### config.mk
export PLATFORM = sky130hd
export DESIGN_NAME = fcc_neighbor_enumerator
export DESIGN_NICKNAME = d
export VERILOG_FILES = /design/src/hdl/fne_pkg.sv /design/src/hdl/fne_front.sv /design/src/hdl/fne_queue.sv /design/src/hdl/fne_back.sv /design/src/hdl/fcc_neighbor_enumerator.sv
export SDC_FILE = /design/constraint.sdc
export NUM_CORES = 2
export LEC_CHECK = 0
export BUFFER_PORTS_ARGS = -buffer_cell sky130_fd_sc_hd__buf_2
export CORE_AREA = 2 2 322 324
export CTS_BUF_LIST = sky130_fd_sc_hd__clkbuf_8 sky130_fd_sc_hd__clkbuf_16
export DETAILED_ROUTE_END_ITERATION = 10
export DIE_AREA = 0 0 324 326
export PLACE_DENSITY = 0.65
export SLEW_MARGIN = 20
export SYNTH_ARGS = -nofsm -noshare
export SYNTH_HDL_FRONTEND = slang
export SYNTH_SLANG_ARGS = --single-unit
### constraint.sdc
create_clock -name clk -period 10.5 [get_ports clk]
set_clock_uncertainty 0.1 [all_clocks]
set_input_delay 1.575 -clock clk [delete_from_list [all_inputs] [get_ports clk]]
set_output_delay 1.575 -clock clk [all_outputs]
set_load 0.1 [all_outputs]
### src/hdl/fne_pkg.sv
`timescale 1ns / 1ps
// shared widths, codes, descriptor type and neighbour offset table
// for the fcc neighbour enumerator; no dependencies

package fne_pkg;

  localparam int COORD_W   = 10;
  localparam int COUNT_W   = 11;
  localparam int SIZE_W    = 5;
  localparam int SLOT_W    = 5;
  localparam int IDX_W     = 30;
  localparam int STATUS_W  = 2;
  localparam int N_SLOT    = 18;
  localparam int N_FIRST   = 12;
  localparam int PLANE_W   = 2 * COUNT_W;
  localparam int REG_IDX_W = 2;

  localparam int DEF_MAX_SIDE    = 1024;
  localparam int DEF_QUEUE_DEPTH = 4;

  localparam logic [REG_IDX_W-1:0] REG_ROW_COUNT    = 2'd0;
  localparam logic [REG_IDX_W-1:0] REG_COLUMN_COUNT = 2'd1;
  localparam logic [REG_IDX_W-1:0] REG_LAYER_COUNT  = 2'd2;
  localparam logic [REG_IDX_W-1:0] REG_NBHD_SIZE    = 2'd3;

  localparam logic [SIZE_W-1:0] SIZE_FIRST  = 5'd12;
  localparam logic [SIZE_W-1:0] SIZE_SECOND = 5'd18;

  localparam logic [COUNT_W-1:0] COUNT_RESET = 11'd1;

  localparam logic [STATUS_W-1:0] ST_NEIGHBOR = 2'd0;
  localparam logic [STATUS_W-1:0] ST_RANGE    = 2'd1;
  localparam logic [STATUS_W-1:0] ST_SIZE     = 2'd2;
  localparam logic [STATUS_W-1:0] ST_NONE     = 2'd3;

  typedef struct packed {
    logic signed [2:0] dr;
    logic signed [2:0] dc;
    logic signed [2:0] dl;
  } offset_t;

  typedef struct packed {
    logic [STATUS_W-1:0] status;
    logic [N_SLOT-1:0]   mask;
    logic                parity;
    logic [IDX_W-1:0]    base;
    logic [PLANE_W-1:0]  plane;
    logic [COUNT_W-1:0]  ncol;
  } desc_t;

  function automatic offset_t mk_offset(int dr, int dc, int dl);
    offset_t o;
    o.dr = 3'(dr);
    o.dc = 3'(dc);
    o.dl = 3'(dl);
    return o;
  endfunction

  // parity high: offset row (row + layer odd)
  function automatic offset_t slot_offset(logic [SLOT_W-1:0] slot, logic parity);
    offset_t o;
    case (slot)
      5'd0:    o = mk_offset(-1, 0, -1);
      5'd1:    o = mk_offset(-1, parity ? 0 : -1, 0);
      5'd2:    o = mk_offset(-1, 0, 1);
      5'd3:    o = mk_offset(-1, parity ? 1 : 0, 0);
      5'd4:    o = mk_offset(0, parity ? 0 : -1, -1);
      5'd5:    o = mk_offset(0, parity ? 0 : -1, 1);
      5'd6:    o = mk_offset(0, parity ? 1 : 0, 1);
      5'd7:    o = mk_offset(0, parity ? 1 : 0, -1);
      5'd8:    o = mk_offset(1, 0, -1);
      5'd9:    o = mk_offset(1, parity ? 0 : -1, 0);
      5'd10:   o = mk_offset(1, 0, 1);
      5'd11:   o = mk_offset(1, parity ? 1 : 0, 0);
      5'd12:   o = mk_offset(-2, 0, 0);
      5'd13:   o = mk_offset(0, 0, -2);
      5'd14:   o = mk_offset(0, -1, 0);
      5'd15:   o = mk_offset(0, 0, 2);
      5'd16:   o = mk_offset(0, 1, 0);
      5'd17:   o = mk_offset(2, 0, 0);
      default: o = mk_offset(0, 0, 0);
    endcase
    return o;
  endfunction

endpackage

### src/hdl/fne_front.sv
`timescale 1ns / 1ps
// front end: accepts a centre, classifies it, builds the in-bounds slot mask
// and the base linear index; depends on fne_pkg

module fne_front import fne_pkg::*; #(
  parameter int MAX_SIDE    = DEF_MAX_SIDE,
  parameter int QUEUE_DEPTH = DEF_QUEUE_DEPTH,
  parameter int CNT_W       = $clog2(DEF_QUEUE_DEPTH + 1)
) (
  input  logic               clk,
  input  logic               rst_n,
  input  logic               in_push,
  output logic               in_full,
  input  logic [COORD_W-1:0] in_center_row,
  input  logic [COORD_W-1:0] in_center_column,
  input  logic [COORD_W-1:0] in_center_layer,
  input  logic [COUNT_W-1:0] row_count,
  input  logic [COUNT_W-1:0] column_count,
  input  logic [COUNT_W-1:0] layer_count,
  input  logic [SIZE_W-1:0]  neighborhood_size,
  input  logic [CNT_W-1:0]   q_count,
  output logic               q_push,
  output desc_t              q_data
);

  localparam int COUNT_MAX = 2 ** COUNT_W - 1;
  localparam int SIDE_CAP  = (MAX_SIDE > COUNT_MAX) ? COUNT_MAX : MAX_SIDE;
  localparam logic [COUNT_W-1:0] SIDE_CAP_V = COUNT_W'(SIDE_CAP);
  localparam int PROD_W = PLANE_W + COORD_W;

  function automatic logic [COUNT_W-1:0] clamp(logic [COUNT_W-1:0] v);
    return (v > SIDE_CAP_V) ? SIDE_CAP_V : v;
  endfunction

  function automatic logic axis_ok(logic [COORD_W-1:0] v, logic [COUNT_W-1:0] n,
                                   logic [2:0] d);
    logic [COORD_W+1:0] p;
    p = {2'b00, v} + {{(COORD_W - 1){d[2]}}, d};
    return !p[COORD_W+1] && (p[COUNT_W-1:0] < n);
  endfunction

  logic               accept;
  logic               s1_v_r;
  logic [COORD_W-1:0] s1_row_r, s1_col_r, s1_lay_r;
  logic [COUNT_W-1:0] s1_nr_r, s1_nc_r, s1_nl_r;
  logic               s1_bad_r, s1_large_r;

  logic [STATUS_W-1:0] s2_status_nxt;
  logic [N_SLOT-1:0]   s2_mask_nxt;
  logic                s2_par_nxt;
  logic [PLANE_W-1:0]  s2_plane_nxt, s2_rc_nxt;

  logic                s2_v_r;
  logic [STATUS_W-1:0] s2_status_r;
  logic [N_SLOT-1:0]   s2_mask_r;
  logic                s2_par_r;
  logic [PLANE_W-1:0]  s2_plane_r, s2_rc_r;
  logic [COUNT_W-1:0]  s2_nc_r;
  logic [COORD_W-1:0]  s2_lay_r;

  logic [PROD_W-1:0] layer_prod;

  assign in_full = ((CNT_W + 1)'(q_count) + (CNT_W + 1)'(s1_v_r) + (CNT_W + 1)'(s2_v_r))
                   >= (CNT_W + 1)'(QUEUE_DEPTH);
  assign accept  = in_push && !in_full;

  always_ff @(posedge clk) begin
    if (!rst_n) begin
      s1_v_r <= 1'b0;
      s2_v_r <= 1'b0;
    end else begin
      s1_v_r <= accept;
      s2_v_r <= s1_v_r;
    end
    if (accept) begin
      s1_row_r   <= in_center_row;
      s1_col_r   <= in_center_column;
      s1_lay_r   <= in_center_layer;
      s1_nr_r    <= clamp(row_count);
      s1_nc_r    <= clamp(column_count);
      s1_nl_r    <= clamp(layer_count);
      s1_bad_r   <= (neighborhood_size != SIZE_FIRST) && (neighborhood_size != SIZE_SECOND);
      s1_large_r <= (neighborhood_size == SIZE_SECOND);
    end
    if (s1_v_r) begin
      s2_status_r <= s2_status_nxt;
      s2_mask_r   <= s2_mask_nxt;
      s2_par_r    <= s2_par_nxt;
      s2_plane_r  <= s2_plane_nxt;
      s2_rc_r     <= s2_rc_nxt;
      s2_nc_r     <= s1_nc_r;
      s2_lay_r    <= s1_lay_r;
    end
  end

  always_comb begin
    offset_t off;
    logic    out_rng;
    s2_par_nxt = s1_row_r[0] ^ s1_lay_r[0];
    for (int s = 0; s < N_SLOT; s++) begin
      off = slot_offset(SLOT_W'(s), s2_par_nxt);
      s2_mask_nxt[s] = axis_ok(s1_row_r, s1_nr_r, off.dr)
                       && axis_ok(s1_col_r, s1_nc_r, off.dc)
                       && axis_ok(s1_lay_r, s1_nl_r, off.dl)
                       && ((s < N_FIRST) || s1_large_r);
    end
    out_rng = ({1'b0, s1_row_r} >= s1_nr_r) || ({1'b0, s1_col_r} >= s1_nc_r)
              || ({1'b0, s1_lay_r} >= s1_nl_r);
    if (s1_bad_r) begin
      s2_status_nxt = ST_SIZE;
    end else if (out_rng) begin
      s2_status_nxt = ST_RANGE;
    end else if (s2_mask_nxt == '0) begin
      s2_status_nxt = ST_NONE;
    end else begin
      s2_status_nxt = ST_NEIGHBOR;
    end
    s2_plane_nxt = PLANE_W'(s1_nr_r) * PLANE_W'(s1_nc_r);
    s2_rc_nxt    = PLANE_W'(s1_row_r) * PLANE_W'(s1_nc_r) + PLANE_W'(s1_col_r);
  end

  assign layer_prod = PROD_W'(s2_lay_r) * PROD_W'(s2_plane_r);

  assign q_push        = s2_v_r;
  assign q_data.status = s2_status_r;
  assign q_data.mask   = s2_mask_r;
  assign q_data.parity = s2_par_r;
  assign q_data.base   = layer_prod[IDX_W-1:0] + IDX_W'(s2_rc_r);
  assign q_data.plane  = s2_plane_r;
  assign q_data.ncol   = s2_nc_r;

endmodule

### src/hdl/fne_queue.sv
`timescale 1ns / 1ps
// descriptor queue between the front end and the slot walker
// depends on fne_pkg

module fne_queue import fne_pkg::*; #(
  parameter int DEPTH = DEF_QUEUE_DEPTH,
  parameter int CNT_W = $clog2(DEF_QUEUE_DEPTH + 1)
) (
  input  logic             clk,
  input  logic             rst_n,
  input  logic             push,
  input  desc_t            push_data,
  input  logic             pop,
  output desc_t            pop_data,
  output logic             empty,
  output logic [CNT_W-1:0] count
);

  localparam int PTR_W = (DEPTH > 1) ? $clog2(DEPTH) : 1;

  desc_t            mem_r [DEPTH];
  logic [PTR_W-1:0] wr_ptr_r, wr_ptr_nxt, rd_ptr_r, rd_ptr_nxt;
  logic [CNT_W-1:0] count_r, count_nxt;

  always_comb begin
    wr_ptr_nxt = wr_ptr_r;
    rd_ptr_nxt = rd_ptr_r;
    if (push) begin
      wr_ptr_nxt = (wr_ptr_r == PTR_W'(DEPTH - 1)) ? '0 : wr_ptr_r + 1'b1;
    end
    if (pop) begin
      rd_ptr_nxt = (rd_ptr_r == PTR_W'(DEPTH - 1)) ? '0 : rd_ptr_r + 1'b1;
    end
    count_nxt = count_r + CNT_W'(push) - CNT_W'(pop);
  end

  always_ff @(posedge clk) begin
    if (!rst_n) begin
      wr_ptr_r <= '0;
      rd_ptr_r <= '0;
      count_r  <= '0;
    end else begin
      wr_ptr_r <= wr_ptr_nxt;
      rd_ptr_r <= rd_ptr_nxt;
      count_r  <= count_nxt;
    end
    if (push) begin
      mem_r[wr_ptr_r] <= push_data;
    end
  end

  assign pop_data = mem_r[rd_ptr_r];
  assign empty    = (count_r == '0);
  assign count    = count_r;

`ifndef SYNTHESIS
  a_no_overflow: assert property (@(posedge clk) disable iff (!rst_n)
    push |-> (count_r < CNT_W'(DEPTH) || pop))
    else $error("descriptor queue overflow");

  a_no_underflow: assert property (@(posedge clk) disable iff (!rst_n)
    pop |-> count_r != '0)
    else $error("descriptor queue underflow");

  a_count_track: assert property (@(posedge clk) disable iff (!rst_n)
    1'b1 |=> count_r == $past(count_r) + CNT_W'($past(push)) - CNT_W'($past(pop)))
    else $error("descriptor queue count mismatch");
`endif

endmodule

### src/hdl/fne_back.sv
`timescale 1ns / 1ps
// back end: walks one descriptor's slot mask per request, one result a cycle
// while there is room, into a two-entry result queue; depends on fne_pkg

module fne_back import fne_pkg::*; (
  input  logic                clk,
  input  logic                rst_n,
  input  logic                q_empty,
  input  desc_t               q_data,
  output logic                q_pop,
  output logic                out_empty,
  input  logic                out_pop,
  output logic [SLOT_W-1:0]   out_slot,
  output logic [IDX_W-1:0]    out_neighbor_index,
  output logic [STATUS_W-1:0] out_status,
  output logic                out_last
);

  localparam int OUT_DEPTH = 2;

  typedef struct packed {
    logic [SLOT_W-1:0]   slot;
    logic [IDX_W-1:0]    idx;
    logic [STATUS_W-1:0] status;
    logic                last;
  } result_t;

  function automatic logic [IDX_W-1:0] term(logic [2:0] d, logic [IDX_W-1:0] x);
    logic [IDX_W-1:0] t;
    case (d)
      3'b001:  t = x;
      3'b010:  t = x << 1;
      3'b111:  t = -x;
      3'b110:  t = -(x << 1);
      default: t = '0;
    endcase
    return t;
  endfunction

  desc_t             cur_r, cur_nxt;
  logic              cur_v_r, cur_v_nxt;
  logic [N_SLOT-1:0] rem_r, rem_nxt, rem_clr;
  logic [SLOT_W-1:0] sel;
  offset_t           off;
  result_t           res;
  logic              emit, done, space, pop_fire;

  result_t          mem_r [OUT_DEPTH];
  logic [1:0]       cnt_r, cnt_nxt;
  logic             wptr_r, rptr_r;

  assign pop_fire = out_pop && (cnt_r != 2'd0);
  assign space    = (cnt_r != 2'(OUT_DEPTH)) || pop_fire;

  always_comb begin
    sel = '0;
    for (int s = N_SLOT - 1; s >= 0; s--) begin
      if (rem_r[s]) begin
        sel = SLOT_W'(s);
      end
    end
    rem_clr = rem_r & ~(N_SLOT'(1) << sel);
    off     = slot_offset(sel, cur_r.parity);
    if (cur_r.status != ST_NEIGHBOR) begin
      res.slot   = '0;
      res.idx    = '0;
      res.status = cur_r.status;
      res.last   = 1'b1;
    end else begin
      res.slot   = sel;
      res.idx    = cur_r.base + term(off.dl, IDX_W'(cur_r.plane))
                   + term(off.dr, IDX_W'(cur_r.ncol))
                   + {{(IDX_W - 3){off.dc[2]}}, off.dc};
      res.status = ST_NEIGHBOR;
      res.last   = (rem_clr == '0);
    end
    emit  = cur_v_r && space;
    done  = emit && res.last;
    q_pop = !q_empty && (!cur_v_r || done);

    cur_nxt   = q_pop ? q_data : cur_r;
    cur_v_nxt = q_pop || (cur_v_r && !done);
    if (q_pop) begin
      rem_nxt = q_data.mask;
    end else if (emit) begin
      rem_nxt = rem_clr;
    end else begin
      rem_nxt = rem_r;
    end
    cnt_nxt = cnt_r + 2'(emit) - 2'(pop_fire);
  end

  always_ff @(posedge clk) begin
    if (!rst_n) begin
      cur_v_r <= 1'b0;
      cnt_r   <= 2'd0;
      wptr_r  <= 1'b0;
      rptr_r  <= 1'b0;
    end else begin
      cur_v_r <= cur_v_nxt;
      cnt_r   <= cnt_nxt;
      wptr_r  <= wptr_r ^ emit;
      rptr_r  <= rptr_r ^ pop_fire;
    end
    cur_r <= cur_nxt;
    rem_r <= rem_nxt;
    if (emit) begin
      mem_r[wptr_r] <= res;
    end
  end

  assign out_empty          = (cnt_r == 2'd0);
  assign out_slot           = mem_r[rptr_r].slot;
  assign out_neighbor_index = mem_r[rptr_r].idx;
  assign out_status         = mem_r[rptr_r].status;
  assign out_last           = mem_r[rptr_r].last;

`ifndef SYNTHESIS
  a_out_cnt: assert property (@(posedge clk) disable iff (!rst_n)
    cnt_r <= 2'(OUT_DEPTH))
    else $error("result queue count out of range");

  a_status_form: assert property (@(posedge clk) disable iff (!rst_n)
    (!out_empty && out_status != ST_NEIGHBOR)
      |-> (out_last && out_slot == '0 && out_neighbor_index == '0))
    else $error("status result malformed");

  a_walk_live: assert property (@(posedge clk) disable iff (!rst_n)
    (cur_v_r && cur_r.status == ST_NEIGHBOR) |-> rem_r != '0)
    else $error("walker holds exhausted request");
`endif

endmodule

### src/hdl/fcc_neighbor_enumerator.sv
`timescale 1ns / 1ps
// Each accepted centre yields one result per in-bounds neighbour (up to 18,
// in slot order) or a single status result. The front end is a two-stage
// pipeline that takes a new centre every cycle while the descriptor queue
// has room; a centre passes its stage-one and stage-two registers before it
// is pushed into the queue. The slot walker in the back end issues one result
// per cycle while the result queue has room, so a centre occupies it until
// all its results (1 to 18) are issued, and that walker sets the sustained
// rate. Results wait in a two-entry queue. There is no clearing pass after
// reset. Configuration writes are always taken (cfg_ready is tied high).
// Depends on fne_pkg, fne_front, fne_queue and fne_back.

module fcc_neighbor_enumerator import fne_pkg::*; #(
  parameter int MAX_SIDE    = DEF_MAX_SIDE,
  parameter int QUEUE_DEPTH = DEF_QUEUE_DEPTH
) (
  input  logic                 clk,
  input  logic                 rst_n,
  input  logic                 cfg_valid,
  output logic                 cfg_ready,
  input  logic [REG_IDX_W-1:0] cfg_index,
  input  logic [COUNT_W-1:0]   cfg_data,
  input  logic                 in_push,
  output logic                 in_full,
  input  logic [COORD_W-1:0]   in_center_row,
  input  logic [COORD_W-1:0]   in_center_column,
  input  logic [COORD_W-1:0]   in_center_layer,
  output logic                 out_empty,
  input  logic                 out_pop,
  output logic [SLOT_W-1:0]    out_slot,
  output logic [IDX_W-1:0]     out_neighbor_index,
  output logic [STATUS_W-1:0]  out_status,
  output logic                 out_last
);

  localparam int CNT_W = $clog2(QUEUE_DEPTH + 1);

  logic [COUNT_W-1:0] row_count_r, column_count_r, layer_count_r;
  logic [SIZE_W-1:0]  nbhd_size_r;

  logic             q_push, q_pop, q_empty;
  desc_t            q_in, q_out;
  logic [CNT_W-1:0] q_count;

  assign cfg_ready = 1'b1;

  always_ff @(posedge clk) begin
    if (!rst_n) begin
      row_count_r    <= COUNT_RESET;
      column_count_r <= COUNT_RESET;
      layer_count_r  <= COUNT_RESET;
      nbhd_size_r    <= SIZE_FIRST;
    end else if (cfg_valid && cfg_ready) begin
      unique case (cfg_index)
        REG_ROW_COUNT:    row_count_r    <= cfg_data;
        REG_COLUMN_COUNT: column_count_r <= cfg_data;
        REG_LAYER_COUNT:  layer_count_r  <= cfg_data;
        REG_NBHD_SIZE:    nbhd_size_r    <= cfg_data[SIZE_W-1:0];
        default: begin
        end
      endcase
    end
  end

  fne_front #(
    .MAX_SIDE    (MAX_SIDE),
    .QUEUE_DEPTH (QUEUE_DEPTH),
    .CNT_W       (CNT_W)
  ) u_front (
    .clk               (clk),
    .rst_n             (rst_n),
    .in_push           (in_push),
    .in_full           (in_full),
    .in_center_row     (in_center_row),
    .in_center_column  (in_center_column),
    .in_center_layer   (in_center_layer),
    .row_count         (row_count_r),
    .column_count      (column_count_r),
    .layer_count       (layer_count_r),
    .neighborhood_size (nbhd_size_r),
    .q_count           (q_count),
    .q_push            (q_push),
    .q_data            (q_in)
  );

  fne_queue #(
    .DEPTH (QUEUE_DEPTH),
    .CNT_W (CNT_W)
  ) u_queue (
    .clk       (clk),
    .rst_n     (rst_n),
    .push      (q_push),
    .push_data (q_in),
    .pop       (q_pop),
    .pop_data  (q_out),
    .empty     (q_empty),
    .count     (q_count)
  );

  fne_back u_back (
    .clk                (clk),
    .rst_n              (rst_n),
    .q_empty            (q_empty),
    .q_data             (q_out),
    .q_pop              (q_pop),
    .out_empty          (out_empty),
    .out_pop            (out_pop),
    .out_slot           (out_slot),
    .out_neighbor_index (out_neighbor_index),
    .out_status         (out_status),
    .out_last           (out_last)
  );

endmodule

==> results.md <==
- The first routing iteration left between 1,500 and 2,000 violations.
- The die span in y is between 300 and 400 um.
- The global placement routability congestion is slightly below 0.9.
- The worst pin sits at a relative slew slack of between 20% and 30%.
- After synthesis the cells add up to ~51,000 um2.
- The category of the most critical setup path is reg -> reg.
- The via count of the first global-routing pass came to 32,258.
- In the final layout, flip-flops and latches occupy ~21,000 um2.
- Summing all multi-input logic gate instances after layout gives ~27,000 um2.
- The cell family contributing the most delay on the critical path is compound AO/OA/AOI/OAI gates.
- Data on the critical path is required at its endpoint by 10.87 ns.
- The per-instance average area after synthesis is around 12 um2.
- The number of max-cap violations is 0.
- The cell with the most instances after synthesis is edfxtp_1.
- The detail-routed via count per cell is ~5.5.
- The maximum level of the CTS H-tree is 3.
- In this run, distinct cell masters in the synthesized netlist total 91.
- The number of hold violations in the final report came to 0.
- After Yosys synthesis, full adders, half adders and majority gates account for between 20% and 30% of the synthesized area.
- In this run the tool buffered the top-level ports with 87 buffer cells.
- After floorplanning, the core was divided into roughly 120 placement rows.
- The wire length of the first global-routing pass is ~180,000 um.
- The overall global routing resource usage is a little over a fifth.
- The proportion of register bits with asynchronous set or reset after synthesis is 0%.
- For the final routed database, the setup TNS stands at 0 ns.
- After clock tree synthesis, the clock-pin slew on the worst setup and hold paths is about 0.060 ns.
- After routing the design area is 54,800 um2.
- The number of cells on the worst hold path is 2.
- The core box area is between 100,000 and 150,000 um2.
- The first detailed-routing pass took 7 iterations.
- Counting flops and latches in the post-synthesis netlist gives around 700.
- By area the synthesized netlist is led by edfxtp_1 (38%), fa_1 (16%), ha_1 (10%), inv_1 (4.4%), mux4_2 (3.7%).
- The launch point of the critical path is u_back.rem_r[10]$_DFFE_PP_.
- The portion of netlist area occupied by mux cells is 5.66%.
- The worst flop-to-flop path startpoint is u_back.rem_r[10]$_DFFE_PP_.
- Sorting the synthesized cells by how often they occur yields edfxtp_1 (647), inv_1 (595), ha_1 (404).
- The xor/xnor cell area share of the yosys netlist is 3.26%.
- The post-CTS repair timing setup buffer count is 0.
- The critical path runs through a total of 22 cells.
- The count of antenna-violating nets left after detailed routing is 0.
- The top flip-flop cell by instance count after synthesis is edfxtp_1.
- The dominant cell type by count on the critical path is fa_1.
- The signal on the critical path passes through nor3b_1 > or3_4 > a2111oi_4 > or2_1 > a32o_1 > or4_1 > a31oi_1 > a221o_1 > fa_1 > inv_1 > fa_1 > inv_1 > fa_1 > a211o_1 > a211oi_1 > nor3_1 > nor3_1 > o311ai_0 > o211ai_1 > o21ai_0 > or2_2 > mux2i_1.
- The startpoint of the worst hold path is layer_count_r[2]$_SDFFE_PN0P_.
- The worst min-delay path category is reg -> reg.
- The signal arrival time at the worst endpoint is 8.14 ns.
- The number of antenna violations at the first check in global routing is 1.
- After synthesis, flip-flops and latches occupy around 41% of the total area.
- In this run the deepest clock path goes through 3 buffers.
- The cell type of the slowest stage on the worst timing path is a32o_1.
- Summed over all nets, the half-perimeter wirelength after detailed placement is approximately 82,000 um.
- Synthesis produced about 4,400 cells.
- The flow ran to the end, and the final reports show no timing, DRC or antenna violations.
- The clock tree from TritonCTS is yes.
- The number of top-level design ports is a little under 90.
- STA classifies the critical path endpoint as a flip-flop.
- The synthesized netlist devotes 7.61% of its cell area to compound gates.
- Timing would allow up to ~0.13 GHz.
- The number of antenna diodes is 0.
- The final-report max-slew violation count came to 0.
- For this run, the post-layout net count is around 5,300.
- The total buffers and inverters traversed by the critical path is 2.
- Once placement finished, the instance area stood at ~52,000 um2.
- Of the post-synthesis cell area, the dominant cell type holds between 30 and 40%.
- At the later pin of the worst-skew pair, clock insertion delay measures 0.66 ns.
- Once the clock tree was built, the resizer swapped 0 gates to a different size.
- In this run, post-CTS hold repair placed 0 buffers.
- The final critical delay including setup and external delays is 7.77 ns.
- Setup repair after global routing left no endpoint under its margin.
- The effective utilization at floorplan is 49.3%.
- Setup violations remaining at the end of the flow were counted as 0.
- The root buffer cell is clkbuf_16.
- After layout, the worst path uses 74.0% of the clock period.
- Relative to the synthesized area, the layout overhead comes to 8.39%.
- When the netlist entered floorplanning its net count stood at 5,241.
- The count of warnings emitted by yosys is 0.
- The worst setup path is launched from a flip-flop.
- Entering global routing, the biggest net connects 73 pins.
- The pin slew with the least headroom to its limit is 1.11 ns.
- Along the worst path, the maximum fanout reaches 20.
- The number of cells on the worst reg-to-reg path is 22.
- The routed design has between 100,000 and 150,000 um of wire.
- The number of enable-type register cells in the synthesized netlist is ~650.
- The fraction of layout cells with a size suffix above 1 is approximately 9%.
- The core utilization of the finished layout is about 53%.
- The die area is approximately 110,000 um2.
- On the worst path, the slowest cell contributes a delay of ~0.7 ns.
- The die width is approximately 320 um.
- The total overflow reported by the global router is 0.
- The total clock buffers created by CTS is between 70 and 80.
- Detailed routing inserted a total of 31,961 vias.
- In the routed design, unresolved DRC markers number 0.
- After synthesis, the largest family of logic cells by area is adder cells.
- The layout has approximately 9,000 filler cells.
- In the final routed layout, each cell accounts on average for between 15 and 20 um.
- The dominant cell type by area after synthesis is edfxtp_1.
- The simple logic cell fraction of the synthesized area is ~11%.
- The number of sinks driven by the clock tree is 702.
[cells by family (layout without fill, tap and decap cells)]
kind of cell	after synthesis	in the layout
flip-flops	702	702
XOR/XNOR	188	188
AND/OR/NAND/NOR	1171	1171
adder cells (fa/ha/maj)	804	804
buffers and inverters	771	855
AO/OA/AOI/OAI	581	581
multiplexers	171	171
other	1	1
[state kept, by name (all words and copies together), names as in the netlist, 3 cells and up, named ones only]
name	flops
u_queue.mem_r	336
u_back.mem_r	76
u_back.cur_r	66
u_front.s2_plane_r	22
u_front.s2_rc_r	22
u_back.rem_r	18
u_front.s2_mask_r	18
column_count_r	11
layer_count_r	11
row_count_r	11
u_front.s1_nc_r	11
u_front.s1_nl_r	11
u_front.s1_nr_r	11
u_front.s2_nc_r	11
u_front.s1_col_r	10
u_front.s1_lay_r	10
u_front.s1_row_r	10
u_front.s2_lay_r	10
nbhd_size_r	5
u_queue.count	3
[worst reg2reg max path: stages, from the launching register on]
cell and delay [ns]:
edfxtp_1 0.48, nor3b_1 0.20, or3_4 0.39, a2111oi_4 0.40, or2_1 0.46, a32o_1 0.71
or4_1 0.62, a31oi_1 0.16, a221o_1 0.30, fa_1 0.48, inv_1 0.05, fa_1 0.49
inv_1 0.07, fa_1 0.47, a211o_1 0.30, a211oi_1 0.27, nor3_1 0.14, nor3_1 0.52
o311ai_0 0.23, o211ai_1 0.17, o21ai_0 0.15, or2_2 0.28, mux2i_1 0.16
[layout make-up]
type / instances / area share, %
inverters: 602 / 4.12
repair buffers: 113 / 1.15
clock inverters: 61 / 0.986
flip-flops and latches: 702 / 37.5
clock buffers: 79 / 3.57
well taps: 1380 / 3.15
multi-input cells: 2916 / 49.5
[metal layers]
metal / routed length [um] / GRT usage [%]
met1: 50400 / 30.1
met2: 52000 / 34.9
met3: 5680 / 3.49
met4: 3910 / 7.80
met5: 0 / 0
[cell usage in the layout (no fill, tap or decap), drive strengths merged, types with 14 or more instances in the layout]
cell type / count
a211oi: 20
a21boi: 16
a21o: 53
a21oi: 152
and2: 177
and3: 22
buf: 113
clkbuf: 79
clkinv: 34
dfxtp: 55
edfxtp: 647
fa: 400
ha: 404
inv: 624
mux2: 50
mux2i: 37
mux4: 84
nand2: 393
nand2b: 17
nand3: 44
nand4: 14
nor2: 244
nor2b: 80
nor3: 81
nor4: 14
o211ai: 22
o21a: 43
o21ai: 123
o21bai: 17
o311ai: 16
o31ai: 16
or2: 15
or3: 33
xnor2: 125
xor2: 63
[per-stage QoR]
step	setup slack [ns]	hold WS (ns)	instances
detailed placement	2.80	0.349	5713
CTS	2.75	0.364	5853
floorplan	2.48	0.324	4389
finish	2.73	0.360	5853
global route	2.27	0.386	5853
global placement	2.81	0.343	5713
[worst paths after layout]
| path | slack, ns | to |
|---|---|---|
| min reg2reg | 0.36 | layer_count_r[2]$_SDFFE_PN0P_ |
| max | 2.73 | u_back.mem_r[0][32]$_DFFE_PP_ |
| min | 0.36 | layer_count_r[2]$_SDFFE_PN0P_ |
| max reg2reg | 2.73 | u_back.mem_r[0][32]$_DFFE_PP_ |
Power is left out: the tool's default activity adds up to more than one toggle a clock period on the data nets, which glitch-free logic cannot reach.
